File: src/hdl/fmac_pkg.sv
package fmac_pkg;

   localparam int MAX_TAPS = 2048;
   localparam int ADDR_W   = $clog2(MAX_TAPS);
   localparam int TAP_W    = $clog2(MAX_TAPS + 1);

   localparam int INDEX_W  = 11;
   localparam int VALUE_W  = 16;
   localparam int CFG_W    = 12;
   localparam int PROD_W   = 32;
   localparam int OUT_W    = 43;

   localparam logic [CFG_W-1:0] TAP_COUNT_RESET = 12'd2048;

   localparam logic CMD_FILTER = 1'b0;
   localparam logic CMD_LOAD   = 1'b1;

   typedef enum logic [1:0] {
      ST_IDLE,
      ST_RUN,
      ST_FINISH
   } state_type;

   typedef struct packed {
      logic             push;
      logic             load;
      logic             issue;
      logic [TAP_W-1:0] tap;
      logic             take;
   } ctrl_type;

   typedef struct packed {
      logic busy;
   } stat_type;

endpackage

File: src/hdl/fmac_controller.sv
module fmac_controller (
   input  logic                           clock,
   input  logic                           reset,
   input  logic                           req_valid,
   output logic                           req_ready,
   input  logic                           req_command,
   output logic                           rsp_valid,
   input  logic                           rsp_ready,
   input  logic                           csr_valid,
   output logic                           csr_ready,
   input  logic [fmac_pkg::CFG_W-1:0]     csr_tap_count,
   output fmac_pkg::ctrl_type             ctrl,
   input  fmac_pkg::stat_type             stat
);

   fmac_pkg::state_type state_ff, state_in;

   logic [fmac_pkg::CFG_W-1:0] tap_count_ff;
   logic [fmac_pkg::TAP_W-1:0] tap_ff, tap_in;
   logic [fmac_pkg::TAP_W-1:0] taps_used;
   logic                       rsp_valid_ff, rsp_valid_in;
   logic                       req_fire;
   logic                       last_tap;
   logic                       slot_free;

   always_comb begin
      if (tap_count_ff == '0) begin
         taps_used = fmac_pkg::TAP_W'(1);
      end else if (32'(tap_count_ff) > fmac_pkg::MAX_TAPS) begin
         taps_used = fmac_pkg::TAP_W'(fmac_pkg::MAX_TAPS);
      end else begin
         taps_used = fmac_pkg::TAP_W'(tap_count_ff);
      end
   end

   assign req_fire  = req_valid && req_ready;
   assign last_tap  = tap_ff == taps_used - 1'b1;
   assign slot_free = !rsp_valid_ff || rsp_ready;

   always_comb begin
      state_in = state_ff;
      case (state_ff)
         fmac_pkg::ST_IDLE: begin
            if (req_valid && req_command == fmac_pkg::CMD_FILTER) begin
               state_in = fmac_pkg::ST_RUN;
            end
         end
         fmac_pkg::ST_RUN: begin
            if (last_tap) begin
               state_in = fmac_pkg::ST_FINISH;
            end
         end
         fmac_pkg::ST_FINISH: begin
            if (!stat.busy && slot_free) begin
               state_in = fmac_pkg::ST_IDLE;
            end
         end
         default: state_in = fmac_pkg::ST_IDLE;
      endcase
   end

   always_comb begin
      req_ready  = 1'b0;
      ctrl.push  = 1'b0;
      ctrl.load  = 1'b0;
      ctrl.issue = 1'b0;
      ctrl.tap   = tap_ff;
      ctrl.take  = 1'b0;
      case (state_ff)
         fmac_pkg::ST_IDLE: begin
            req_ready = 1'b1;
            ctrl.push = req_fire && req_command == fmac_pkg::CMD_FILTER;
            ctrl.load = req_fire && req_command == fmac_pkg::CMD_LOAD;
         end
         fmac_pkg::ST_RUN: begin
            ctrl.issue = 1'b1;
         end
         fmac_pkg::ST_FINISH: begin
            ctrl.take = !stat.busy && slot_free;
         end
         default: begin
            req_ready = 1'b0;
         end
      endcase
   end

   assign tap_in       = ctrl.push ? '0 : (ctrl.issue ? tap_ff + 1'b1 : tap_ff);
   assign rsp_valid_in = ctrl.take ? 1'b1 : (rsp_ready ? 1'b0 : rsp_valid_ff);

   always_ff @(posedge clock) begin
      if (reset) begin
         state_ff     <= fmac_pkg::ST_IDLE;
         tap_ff       <= '0;
         rsp_valid_ff <= 1'b0;
         tap_count_ff <= fmac_pkg::TAP_COUNT_RESET;
      end else begin
         state_ff     <= state_in;
         tap_ff       <= tap_in;
         rsp_valid_ff <= rsp_valid_in;
         if (csr_valid) begin
            tap_count_ff <= csr_tap_count;
         end
      end
   end

   assign csr_ready = 1'b1;
   assign rsp_valid = rsp_valid_ff;

endmodule

File: config.mk
export PLATFORM = sky130hd
export DESIGN_NAME = fmac_controller
export DESIGN_NICKNAME = d
export VERILOG_FILES = /design/src/hdl/fmac_pkg.sv /design/src/hdl/fmac_controller.sv
export SDC_FILE = /design/constraint.sdc
export NUM_CORES = 1
export LEC_CHECK = 0
export BUFFER_PORTS_ARGS = -buffer_cell sky130_fd_sc_hd__buf_2
export CAP_MARGIN = 20
export CORE_AREA = 2 2 63 65
export CTS_BUF_LIST = sky130_fd_sc_hd__clkbuf_16
export DETAILED_ROUTE_END_ITERATION = 12
export DIE_AREA = 0 0 65 67
export PLACE_DENSITY = 0.84
export SLEW_MARGIN = 20
export SYNTH_ARGS = -nofsm -noshare
export SYNTH_HDL_FRONTEND = slang
export SYNTH_SLANG_ARGS = --single-unit
File: constraint.sdc
create_clock -name clock -period 3.35 [get_ports clock]
set_input_delay 0.1675 -clock clock [delete_from_list [all_inputs] [get_ports clock]]
set_output_delay 0.1675 -clock clock [all_outputs]
set_load 0.01 [all_outputs]
==> metrics.txt <==
status completed; Power Density about 380 mW/mm2; crit share post-route 0.870; Worst Hold Depth 2; Req. time, crit path between 3 and 4 ns; Setup CP Type register to register; Synth Area per Inst approximately 8.6 um2; fmax ~340 MHz; area of the multi-input gates 0.00110 mm2; combinational fraction of design power 0.167; CTS resizes 0; Slowest-stage cell, CP dfxtp_1; Crit Path Max Fanout 17; Die Height 67 um; CTS tree yes; Routed Antenna Nets 0; initial DRC count 106; Leak Pwr between 0.0008 and 0.0009 uW; initial antenna violation count 0; worst path bufs/invs 1; WL per Instance 12.8 um; nets 254; Max VDD drop a little under 0.2 mV; first drt pass iteration count 4; sw frac 0.266; asr flop ratio synth 0; Worst Reg2Reg Path Length in Cells 10; Fin Clk Skew between 0.003 and 0.004 ns; global-route wire length before repair 6250 um; crit start category register; Max Slew Vio Count 0; residual DRC count 0; CP top delay family simple AND/OR/NAND/NOR gates; Final min period around 3 ns; IO Pins 38; grt total ovfl 0; Pint ~550 uW; combinational family with the most area after synthesis simple AND/OR/NAND/NOR gates; CTS Buf Count 3; hold_buf cts 0; post-place instance area 0.00190 mm2; Synth Flop Type dfxtp_1; Clk network pwr share 0.358; post-synthesis sequential area ratio 0.306; IO buf count 36; cells after synthesis approximately 200; # diodes 0; critical-path cell list inv_1 > nand2_1 > ha_1 > or3b_1 > a221oi_2 > xor2_1 > o21ai_1 > a2111oi_4 > and3_1 > o22ai_1; Switching Power roughly 200 uW; vias about 1500; GRT Util Overall 0.182; area grow syn2layout 12.3%; Final GP Congestion 0.857; final instance area 0.00198 mm2; Syn Nets 227; postcts setup bufs 0; register area 541 um2; Crit. End Element register; number of synthesized flops with an enable pin 0; RSZ-0062 raised after global routing false; post-synthesis cell area 0.00176 mm2; Least-Margin Pin Slew approximately 0.57 ns; Synth Area in Compound Gates 0.143; die area 0.00436 mm2; Fillers about 350; Syn. warnings 0; core region area 0.00361 mm2; die width 65 um; pin count of the biggest net entering global routing 18; Yosys reg bits 27; dpl ws between 0.4 and 0.5 ns; vias per cell between 5 and 6; Root Driver clkbuf_16; Max Cap Violations 0; Worst path depth 10; Sink Count 27; Post-Route WL ~3600 um; htree depth 1; HPWL after DPL 2740 um; cell row count 22; Max stage delay on crit path roughly 0.66 ns; largest cells by area after synthesis dfxtp_1 (31%), nor2_1 (7.0%), xor2_1 (7.0%); Initial Util 0.489; worst hold path type input pin to register; worst rel slew slack 0.620; post-synthesis adder-cell area fraction 0.0142; Synth Area in Simple Gates 0.291; top-area cell type share of the netlist area 0.306; portion of netlist area occupied by mux cells 0.0681; cell taking the most area after synthesis dfxtp_1; clock latency on the worst-skew pair approximately 0.26 ns; final hold vios 0; post-synthesis xor/xnor area fraction 0.104; final setup fails 0; share of layout cells above drive strength 1 0.228; sequential share of power 0.475; CTS Buffer Depth 2; Worst-path clk slew about 0.060 ns; number of global-route vias before repair approximately 1500; final setup TNS 0 ns; number of different library cells in the post-synthesis netlist 55; Final WS setup between 0.4 and 0.5 ns; WP data arrival around 3 ns
[per-stage QoR]
stage | hold WS, ns | util | std cells | total power (uW)
2_1_floorplan | 0.240 | - | 206 | 462
3_3_place_gp | 0.379 | 0.527 | 276 | 484
3_5_place_dp | 0.389 | 0.527 | 276 | 487
4_1_cts | 0.115 | 0.549 | 280 | 751
5_1_grt | 0.126 | 0.549 | 280 | 786
6_report | 0.115 | 0.549 | 280 | 749
[final cells by class]
| type | count | share of cell area |
|---|---|---|
| repair buffers | 36 | 0.0910 |
| flip-flops and latches | 27 | 0.273 |
| well taps | 48 | 0.0303 |
| clock inverters | 1 | 0.00190 |
| multi-input cells | 159 | 0.555 |
| inverters | 6 | 0.0114 |
| clock buffers | 3 | 0.0379 |
[cell usage in the layout (no fill, tap or decap), types with 4 or more instances in the layout]
cell      instances
and3_1            5
buf_2            36
dfxtp_1          27
inv_1             6
mux2i_1          12
nand2_1          13
nand3_1           8
nor2_1           33
nor2b_1           4
nor4_1            4
o211ai_1          4
o21ai_0           4
xnor2_1           7
xor2_1           14
[path summary, 6_finish.rpt]
check,end,slack [ns],from
max reg2reg,state_ff[0],0.44,tap_count_ff[11]
min reg2reg,rsp_valid,0.53,rsp_valid
min,state_ff[0],0.12,req_command
max,state_ff[0],0.44,tap_count_ff[11]
[state kept, by name (all words and copies together) (netlist names)]
signal	count
state_ff	2
tap_ff	12
tap_count_ff	12
rsp_valid	1
[logic make-up after synthesis]
kind of cell,count (synthesis)
AND/OR/NAND/NOR,92
AO/OA/AOI/OAI,31
flip-flops,27
XOR/XNOR,21
buffers and inverters,20
multiplexers,12
adder cells (fa/ha/maj),2
other,1
[per-layer routing]
layer,part of all wire,track usage,vias up
met5,0,0,-
met4,0.010,0.0612,0
met3,0.042,0.0253,6
met2,0.50,0.325,39
met1,0.45,0.223,698
li1,-,-,785
[cells in the mapped netlist, types with 2 or more instances]
cell,instances
o211ai_1,4
nand4b_1,2
mux2i_1,12
nand4_1,3
buf_6,4
clkbuf_1,4
inv_1,5
or4b_2,2
nor3_1,3
nand3_1,8
buf_2,2
o31a_1,2
xor2_1,14
nand2_1,13
nor2b_1,4
or3_1,2
o211ai_2,2
nor4_1,4
and3_1,5
a31oi_1,3
nor2_1,33
buf_4,2
xnor2_1,7
ha_1,2
dfxtp_1,27
o21ai_0,4
o21ai_1,3
a21oi_1,3
[power by group through the flow]
stage | Sequential (uW) | Combinational, uW | Clock (uW)
2_1_floorplan | 352 | 110 | 0
3_3_place_gp | 362 | 122 | 0
3_5_place_dp | 362 | 125 | 0
4_1_cts | 355 | 126 | 270
5_1_grt | 358 | 141 | 287
6_report | 356 | 125 | 268
No activity file was read; power rests on OpenSTA's default activity.
